===== src/rtl/core/cags_pkg.sv =====
// Shared types, codes and field widths of the cellular automaton generation step unit.
`default_nettype none
package cags_pkg;

  localparam int STATE_BITS_DEF = 4;
  localparam int CODE_W         = 4;
  localparam int INDEX_W        = 12;
  localparam int VERDICT_W      = 3;
  localparam int IN_TDATA_W     = 24;
  localparam int OUT_TDATA_W    = 8;

  localparam logic [1:0] SEEN_FULL = 2'd2;
  localparam logic [1:0] SEEN_MAX  = 2'd3;

  typedef enum logic {
    MODE_RULE = 1'b0,
    MODE_CELL = 1'b1
  } mode_t;

  typedef enum logic {
    CFG_FIRING_CODE    = 1'b0,
    CFG_UNDEFINED_CODE = 1'b1
  } cfg_idx_t;

  typedef enum logic [VERDICT_W-1:0] {
    VERDICT_SUCCESS   = 3'd0,
    VERDICT_ALL_FIRED = 3'd1,
    VERDICT_PARTLY    = 3'd2,
    VERDICT_UNDEFINED = 3'd3,
    VERDICT_TOO_SMALL = 3'd4
  } verdict_t;

  typedef struct packed {
    logic [CODE_W-1:0] firing;
    logic [CODE_W-1:0] undefined;
  } codes_t;

  typedef struct packed {
    logic advance;
    logic cell_valid;
    logic last;
  } stage_t;

endpackage
`default_nettype wire


===== src/rtl/core/cags_row_stats.sv =====
// Per-row firing and undefined-rule flags, and the verdict for the word that ends a row.
`default_nettype none
module cags_row_stats #(
  parameter int STATE_BITS = cags_pkg::STATE_BITS_DEF
) (
  input  wire logic                              clk,
  input  wire logic                              rst_n,
  input  wire cags_pkg::codes_t                  codes,
  input  wire cags_pkg::stage_t                  stage,
  input  wire logic [STATE_BITS-1:0]             next_cell,
  output logic [cags_pkg::VERDICT_W-1:0]         verdict
);
  import cags_pkg::*;

  logic              any_fired_r, any_fired_nxt;
  logic              all_fired_r, all_fired_nxt;
  logic              any_undef_r, any_undef_nxt;
  logic [CODE_W-1:0] next_code;
  logic              fired_now;
  logic              undef_now;
  verdict_t          verdict_sel;

  assign next_code = CODE_W'(next_cell);
  assign fired_now = stage.cell_valid && (next_code == codes.firing);
  assign undef_now = stage.cell_valid && !fired_now && (next_code == codes.undefined);

  always_comb begin
    any_fired_nxt = any_fired_r | fired_now;
    all_fired_nxt = all_fired_r & (!stage.cell_valid | fired_now);
    any_undef_nxt = any_undef_r | undef_now;
  end

  always_comb begin
    if (!stage.last) begin
      verdict_sel = VERDICT_SUCCESS;
    end else if (!stage.cell_valid) begin
      verdict_sel = VERDICT_TOO_SMALL;
    end else if (any_undef_nxt) begin
      verdict_sel = VERDICT_UNDEFINED;
    end else if (any_fired_nxt) begin
      verdict_sel = all_fired_nxt ? VERDICT_ALL_FIRED : VERDICT_PARTLY;
    end else begin
      verdict_sel = VERDICT_SUCCESS;
    end
  end

  assign verdict = verdict_sel;

  always_ff @(posedge clk) begin
    if (!rst_n) begin
      any_fired_r <= 1'b0;
      all_fired_r <= 1'b1;
      any_undef_r <= 1'b0;
    end else if (stage.advance) begin
      if (stage.last) begin
        any_fired_r <= 1'b0;
        all_fired_r <= 1'b1;
        any_undef_r <= 1'b0;
      end else begin
        any_fired_r <= any_fired_nxt;
        all_fired_r <= all_fired_nxt;
        any_undef_r <= any_undef_nxt;
      end
    end
  end

endmodule
`default_nettype wire


===== config.mk =====
export PLATFORM = sky130hd
export DESIGN_NAME = cags_row_stats
export DESIGN_NICKNAME = d
export VERILOG_FILES = /design/src/rtl/core/cags_pkg.sv /design/src/rtl/core/cags_row_stats.sv
export SDC_FILE = /design/constraint.sdc
export NUM_CORES = 1
export LEC_CHECK = 0
export BUFFER_PORTS_ARGS = -buffer_cell sky130_fd_sc_hd__buf_2
export CAP_MARGIN = 20
export CORE_AREA = 2 2 39 41
export CTS_CLUSTER_SIZE = 40
export DETAILED_ROUTE_END_ITERATION = 10
export DIE_AREA = 0 0 41 43
export PLACE_DENSITY = 0.42
export SLEW_MARGIN = 20
export SYNTH_ARGS = -nofsm -noshare
export SYNTH_HDL_FRONTEND = slang
export SYNTH_SLANG_ARGS = --single-unit

===== constraint.sdc =====
create_clock -name clk -period 1.4 [get_ports clk]
set_input_delay 0.14 -clock clk [delete_from_list [all_inputs] [get_ports clk]]
set_output_delay 0.14 -clock clk [all_outputs]
set_load 0.005 [all_outputs]

[Word level (Yosys, flattened, before mapping)]
Index checks and enable logic that the tools add are counted.
Widths: inputs -> output; s select.
Storage, ports and cells
  memories: 0
  bits of input ports: 17
  register bits after elaboration: 3
  bits in latches: 0
  word-level logic and storage cells: 22
  ROM bits: 0
  RAM bits: 0
  output and inout bits: 3
Operators by class
  $mul: 0
  order comparisons: 0
  bitwise logic cells: 4
  shift operators: 0
  multiplexer cells: 8
  add/sub/neg operators: 0
  div/mod/pow operators: 0
  reductions and logical operators: 5
  equality and inequality tests: 2
Operators with widths (number)
  $eq 4x4->1: 2
  $mux 2: 3
  $mux 3: 2
  $logic_and 1x1->1: 3
  $mux 1: 3
  $or 1x1->1: 3
  $logic_not 1->1: 2
  $and 1x1->1: 1

[Longest topological paths before layout]
Gate-level depths: netlist of run 1.
  depth after elaboration: 9
  depth in mapped cells: 4
  mapped depth without buffers: 4

[Least setup slack after synthesis of run 1]
No wires, ideal clock.
  path type: input to output
  start point: input port next_cell[0]
  end point: output port verdict[1] in the netlist's numbering
  buffers on the path: 0
  path slack: 0.322 ns
  cell stages on the path: 4
  data required time: 1.260 ns
  arrival time: 0.938 ns
  path through: xor2_1 -> nor4_4 -> a31oi_1 -> o41a_1
Between the ends
  longest elaborated chain between the ends: 9
  elaborated cells between the ends (all ways): 15
  those cells by class: eq/ne: 2; mux: 5; bitwise: 4; reduce/logical: 4
RTL lines
  start: declaration: line cags_row_stats.sv:10  | input wire logic [STATE_BITS-1:0] next_cell,
  $eq 4x4->1: line cags_row_stats.sv:24  | assign fired_now = stage.cell_valid && (next_code == codes.firing);
  $logic_and 1x1->1: line cags_row_stats.sv:24
  $or 1x1->1 / $logic_not 1->1 (equally long branches): line cags_row_stats.sv:29, cags_row_stats.sv:25
  $and 1x1->1 / $logic_and 1x1->1 (equally long branches): line cags_row_stats.sv:29, cags_row_stats.sv:25
  $mux 2 / $logic_and 1x1->1 (equally long branches): line cags_row_stats.sv:41, cags_row_stats.sv:25
  $mux 2 / $or 1x1->1 (equally long branches): line cags_row_stats.sv:40, cags_row_stats.sv:30
  $mux 2 *: line cags_row_stats.sv:38  | end else if (any_undef_nxt) begin
  $mux 3 *: line cags_row_stats.sv:36  | end else if (!stage.cell_valid) begin
  $mux 3 *: line cags_row_stats.sv:34  | if (!stage.last) begin
  end: declaration: line cags_row_stats.sv:11  | output logic [cags_pkg::VERDICT_W-1:0] verdict
Mark *: on every way between the ends. The rest lies on a longest branch, timed or not.

[Worst setup path after layout of run 1]
Ends and elaborated chain as after synthesis.

==> results of run 1 <==
-- through the flow --
| step | instances | total power, mW | cell area (sq um) | hold WS [ns] | setup WS [ns] |
|---|---|---|---|---|---|
| finish | 72 | 0.3231 | 416.7 | 0.2138 | 0.08870 |
| detailed placement | 68 | 0.1739 | 390.4 | 0.4631 | 0.07447 |
| global route | 72 | 0.3478 | 416.7 | 0.2480 | 0.03946 |
| global placement | 68 | 0.1747 | 390.4 | 0.4590 | 0.07363 |
| CTS | 72 | 0.3328 | 416.7 | 0.2075 | 0.07360 |
| floorplan | 31 | 0.1323 | 260.3 | 0.3102 | 0.3216 |
-- tightest hold or removal path: cells and delay by family --
kind            cells  cell delay (ns)
simple gates        1             0.09
buf+inv             1             0.10
compound gates      1             0.07
-- layout by cell type (no fill, tap or decap) --
| cell type | count |
|---|---|
| buf_2 | 19 |
| xor2_1 | 7 |
| nand2_1 | 5 |
| dfxtp_1 | 3 |
| clkbuf_4 | 3 |
| a31oi_1 | 2 |
| nor2_1 | 2 |
| nor2b_1 | 2 |
| buf_4 | 2 |
| nor4_4 | 1 |
| xnor2_1 | 1 |
| nor4_1 | 1 |
| inv_1 | 1 |
| o41a_1 | 1 |
| a21oi_1 | 1 |
| o31a_2 | 1 |
| a21boi_0 | 1 |
| o21ai_0 | 1 |
| a22o_1 | 1 |
| clkbuf_1 | 1 |
-- layout make-up --
type                            count  area, sq um
Timing Repair Buffer               21        110.1
Fill cell                         156        967.2
Clock buffer                        4        26.28
Multi-Input combinational cell     27        196.4
Inverter                            1        3.754
Sequential cell                     3        60.06
Tap cell                           16        20.02
-- metal layers --
layer | GRT usage (%) | vias to the layer above | share of wire (%)
li1 | - | 161 | -
met4 | 6.000 | 0 | 2.2
met3 | 3.141 | 2 | 5.7
met1 | 9.524 | 132 | 40
met5 | 0 | - | 0
met2 | 12.50 | 7 | 52
-- power breakdown --
part / internal, mW / switching (mW)
registers: 0.0884 / 0.00222
logic: 0.0415 / 0.0394
clock network: 0.107 / 0.0448
-- cells by family (layout without fill, tap and decap cells) --
family | Yosys count | count (layout) | share of synthesized area [%]
DFF | 3 | 3 | 23.08
AOI/OAI and AO/OA | 8 | 8 | 23.07
and+or+nand+nor | 11 | 11 | 25.48
buffers and inverters | 1 | 26 | 1.441
xor gates and xnor gates | 8 | 8 | 26.92
-- sequential cells by signal (all words and copies together), names as in the netlist --
signal,cells
any_fired_r,1
any_undef_r,1
all_fired_r,1
-- path summary, 6_finish.rpt --
kind	from	endpoint	slack, ns	depth (start not counted)
max	next_cell[0]	verdict[1]	0.09	6
min	stage[2]	any_fired_r	0.21	3
max reg2reg	any_undef_r	any_undef_r	0.75	1
min reg2reg	all_fired_r	all_fired_r	0.49	2
==> flow_summary.yaml, run 1 <==
run_status:
  status: "finished clean"
synth:
  async_flop_share_pct: 0
  synth_top_cell_area_share_pct: 23.56
  synth.area.top_cells: "xor2_1, dfxtp_1, nor4_4"
  syn_area_sq_um: 260.3
  syn_avg_cell_area_sq_um: 8.395
  syn_nets: 48
  synth_common_cells: "xor2_1, nand2_1, dfxtp_1"
  synth.distinct_cells: 16
  yosys_most_used_dff: "dfxtp_1"
  synthCells: 31
  synth_most_common_cell: "xor2_1"
  synth_area_leader_cell: "xor2_1"
  seq_area_frac_synth_pct: 23.08
  synth-edff-count: 0
  ys_ff_latch: 3
  yosysWarnings: 0
floorplanning:
  start_util_pct: 18.81
  die-area_sq_mm: 0.001763
  io_pins: 20
  dieWidth_um: 41
  coreArea_sq_mm: 0.001384
  fp-row-count: 14
  die_y_um: 43
cells_and_area:
  drive_gt1_share_pct: 46.43
  diodes: 0
  area_growth_syn_to_layout_pct: 60.10
  fin_nets: 74
  postLayoutCoreUtil_pct: 30.11
routing:
  drtIter0Drc: 0
  vias: 302
  ant_nets: 0
  drc: 0
  routedWlPerCell_um: 8.847
  drt_wl_total_um: 637
  viasPerCell: 4.194
  firstDrtPassIters: 1
clock_tree:
  htree_levels: 1
  insertion_delay_ns: 0.23
  clk_pin_slew_worst_paths_ns: 0.04
  hold_buffers: 0
  cts.sinks: 3
  clockBufferDepth: 2
  cts_tree: "yes"
  cts-root-buf: "clkbuf_4"
  numCtsBuffers: 3
  cts_resized: 0
  post_cts_buffers: 0
worst_setup_path:
  crit_type: "in -> out"
  critical-path-top-delay-family: "simple AND/OR/NAND/NOR gates"
  cp.buffers_inverters: 2
  startpoint_type: "input port"
  cpPeakStageDelay_ns: 0.37
  slowest_stage: "nor4_4"
  crit_fanout: 5
  end_kind: "primary output"
  crit_chain: "buf_2, xor2_1, nor4_4, a31oi_1, o41a_1, buf_2"
  path_common_cell: "buf_2"
  worstPathArrival_ns: 1.17
  required_ns: 1.26
sta:
  tns_ns: 0
  final-setup-viol-count: 0
  fmax_ghz: 0.7626
  rsz0062_at_grt: "no"
  slew_viol_final: 0
  period_needed_ns: 1.311
  worst_pin_slew_ns: 0.4294
  hold_viol_final: 0
  slew_headroom_pct: 71.12
  period_share_pct: 93.66
  finalClockSkew_ns: 0
power_and_ir_drop:
  ir_worst_vdd_uv: 261.9
  power_density_mw_per_mm2: 775.4
  p_leak_nw: 0.1998
placed_design:
  gp_congestion: 0.5827
  port_buffers: 19
  hpwl_um: 533.4
job:
  drv_cap: 0
global_route:
  grt_pass1_vias: 269
  track_usage_pct: 8.500
  overflow: 0
  antenna_found_initial: 0
  grt_max_degree: 6
  grt_pass1_wl_um: 1007
worst_hold_path:
  hold_path.class: "in -> reg"
(Power assumes the default switching activity.)
==> run 2: changes to the inputs <==
Settings changed: ABC_AREA set to 1, PLACE_DENSITY 0.42 to 0.5.
==> flow_summary.yaml, run 2 <==
run_status:
  status: "finished clean"
clock_tree:
  insertion_delay_ns: 0.23
  hold_buffers: 0
  htree_levels: 1
  clockBufferDepth: 2
  clk_pin_slew_worst_paths_ns: 0.04
  cts_resized: 0
  post_cts_buffers: 0
  numCtsBuffers: 3
  cts-root-buf: "clkbuf_4"
  cts_tree: "yes"
  cts.sinks: 3
synth:
  synth-edff-count: 0
  syn_avg_cell_area_sq_um: 4.935
  synthCells: 72
  synth.distinct_cells: 13
  ys_ff_latch: 3
  syn_nets: 89
  yosys_most_used_dff: "dfxtp_1"
  syn_area_sq_um: 355.3
  synth.area.top_cells: "nand2_1, dfxtp_1, inv_1"
  yosysWarnings: 0
  synth_top_cell_area_share_pct: 35.92
  synth_area_leader_cell: "nand2_1"
  synth_most_common_cell: "nand2_1"
  synth_common_cells: "nand2_1, inv_1, inv_2"
  seq_area_frac_synth_pct: 16.90
  async_flop_share_pct: 0
floorplanning:
  die_y_um: 43
  coreArea_sq_mm: 0.001384
  fp-row-count: 14
  start_util_pct: 25.68
  dieWidth_um: 41
  die-area_sq_mm: 0.001763
  io_pins: 20
routing:
  firstDrtPassIters: 4
  viasPerCell: 4.036
  drtIter0Drc: 9
  vias: 448
  ant_nets: 0
  drc: 0
  drt_wl_total_um: 816
  routedWlPerCell_um: 7.351
cells_and_area:
  layout_common_cells: "nand2_1, buf_2, inv_1, inv_2"
  fin_nets: 113
  area_growth_syn_to_layout_pct: 39.79
  drive_gt1_share_pct: 34.74
  top_regs: "all_fired_r (1), any_fired_r (1), any_undef_r (1)"
  final_common_cell: "nand2_1"
  finalNonFillerCells: 111
  diodes: 0
worst_setup_path:
  startpoint_type: "flop"
  cp-endpoint: "verdict[0]"
  end_kind: "primary output"
  critPathLaunch: "all_fired_r"
  worstPathArrival_ns: 1.05
  r2r_start: "any_fired_r"
  crit_type: "reg -> out"
  crit_fanout: 2
  r2r_cells: 3
  r2r_slack_ns: 0.64
  r2r-end: "any_fired_r"
  required_ns: 1.26
sta:
  rsz0062_at_grt: "no"
  fmax_ghz: 0.8373
  period_needed_ns: 1.194
  worst_pin_slew_ns: 0.1846
  slew_headroom_pct: 87.56
  final-setup-viol-count: 0
  slew_viol_final: 0
  period_share_pct: 85.30
  hold_viol_final: 0
  finalClockSkew_ns: 0
  tns_ns: 0
placed_design:
  port_buffers: 19
  hpwl_um: 642.9
  dp_cells: 107
  gp_congestion: 0.7749
global_route:
  track_usage_pct: 10.92
  grt_max_degree: 7
  overflow: 0
  grt_pass1_vias: 387
  antenna_found_initial: 0
  grt_pass1_wl_um: 1317
job:
  drv_cap: 0
power_and_ir_drop:
  p_leak_nw: 0.3237
  power_density_mw_per_mm2: 682.2
  ir_worst_vdd_uv: 207.6
worst_hold_path:
  hold_path.class: "in -> reg"
run 2: report_power, final:
group / internal [mW] / leakage (nW) / switching [mW]
clock network: 0.107 / 0.0150 / 0.0488
logic: 0.0413 / 0.284 / 0.0524
registers: 0.0881 / 0.0244 / 0.00105
run 2: cell families (layout without fill, tap and decap cells):
family | after synthesis | count (layout) | share of synthesized area, %
AND/OR/NAND/NOR | 45 | 45 | 52.47
buffers and inverters | 17 | 40 | 17.96
AO/OA/AOI/OAI | 7 | 7 | 12.68
flip-flops | 3 | 3 | 16.90
run 2: per-stage QoR:
stage | util, % | instance area, sq um | power (mW) | worst slack, ns | hold WS (ns)
floorplan | - | 355.3 | 0.1438 | 0.4743 | 0.2660
global placement | 34.00 | 470.5 | 0.1841 | 0.2176 | 0.4019
detailed placement | 34.00 | 470.5 | 0.1845 | 0.2084 | 0.3979
CTS | 35.90 | 496.7 | 0.3389 | 0.2035 | 0.1647
finish | 35.90 | 496.7 | 0.3389 | 0.2057 | 0.1696
global route | 35.90 | 496.7 | 0.3670 | 0.06130 | 0.1808
run 2: worst max-delay path, cell delays in order, from the launching register on:
cell and delay, ns:
dfxtp_1 0.32, inv_1 0.06, a21oi_2 0.11, nand2_1 0.08, a21oi_2 0.13, buf_2 0.11
run 2: per-layer routing:
layer	vias up	part of all wire, %	GRT usage (%)
met4	0	0	6.000
met1	184	45	12.14
met2	9	51	18.44
met3	0	3.9	1.571
met5	-	0	0
li1	255	-	-
run 2: how the worst min path moves through the flow:
| stage | from | to | slack (ns) | cells past startpoint |
|---|---|---|---|---|
| final | stage[0] | all_fired_r | 0.17 | 3 |
| after global routing | rst_n | any_undef_r | 0.18 | 3 |
| after detailed placement | rst_n | any_undef_r | 0.40 | 3 |
| after global placement | rst_n | any_undef_r | 0.40 | 3 |
| after floorplan | rst_n | any_undef_r | 0.27 | 2 |
| after CTS | rst_n | any_undef_r | 0.16 | 3 |
run 2: layout make-up:
| class | instances | area (sq um) |
|---|---|---|
| clock buffers | 4 | 26.28 |
| fillers | 164 | 887.1 |
| inverters | 17 | 63.81 |
| multi-input cells | 52 | 231.5 |
| flip-flops and latches | 3 | 60.06 |
| well taps | 16 | 20.02 |
| repair buffers | 19 | 95.09 |
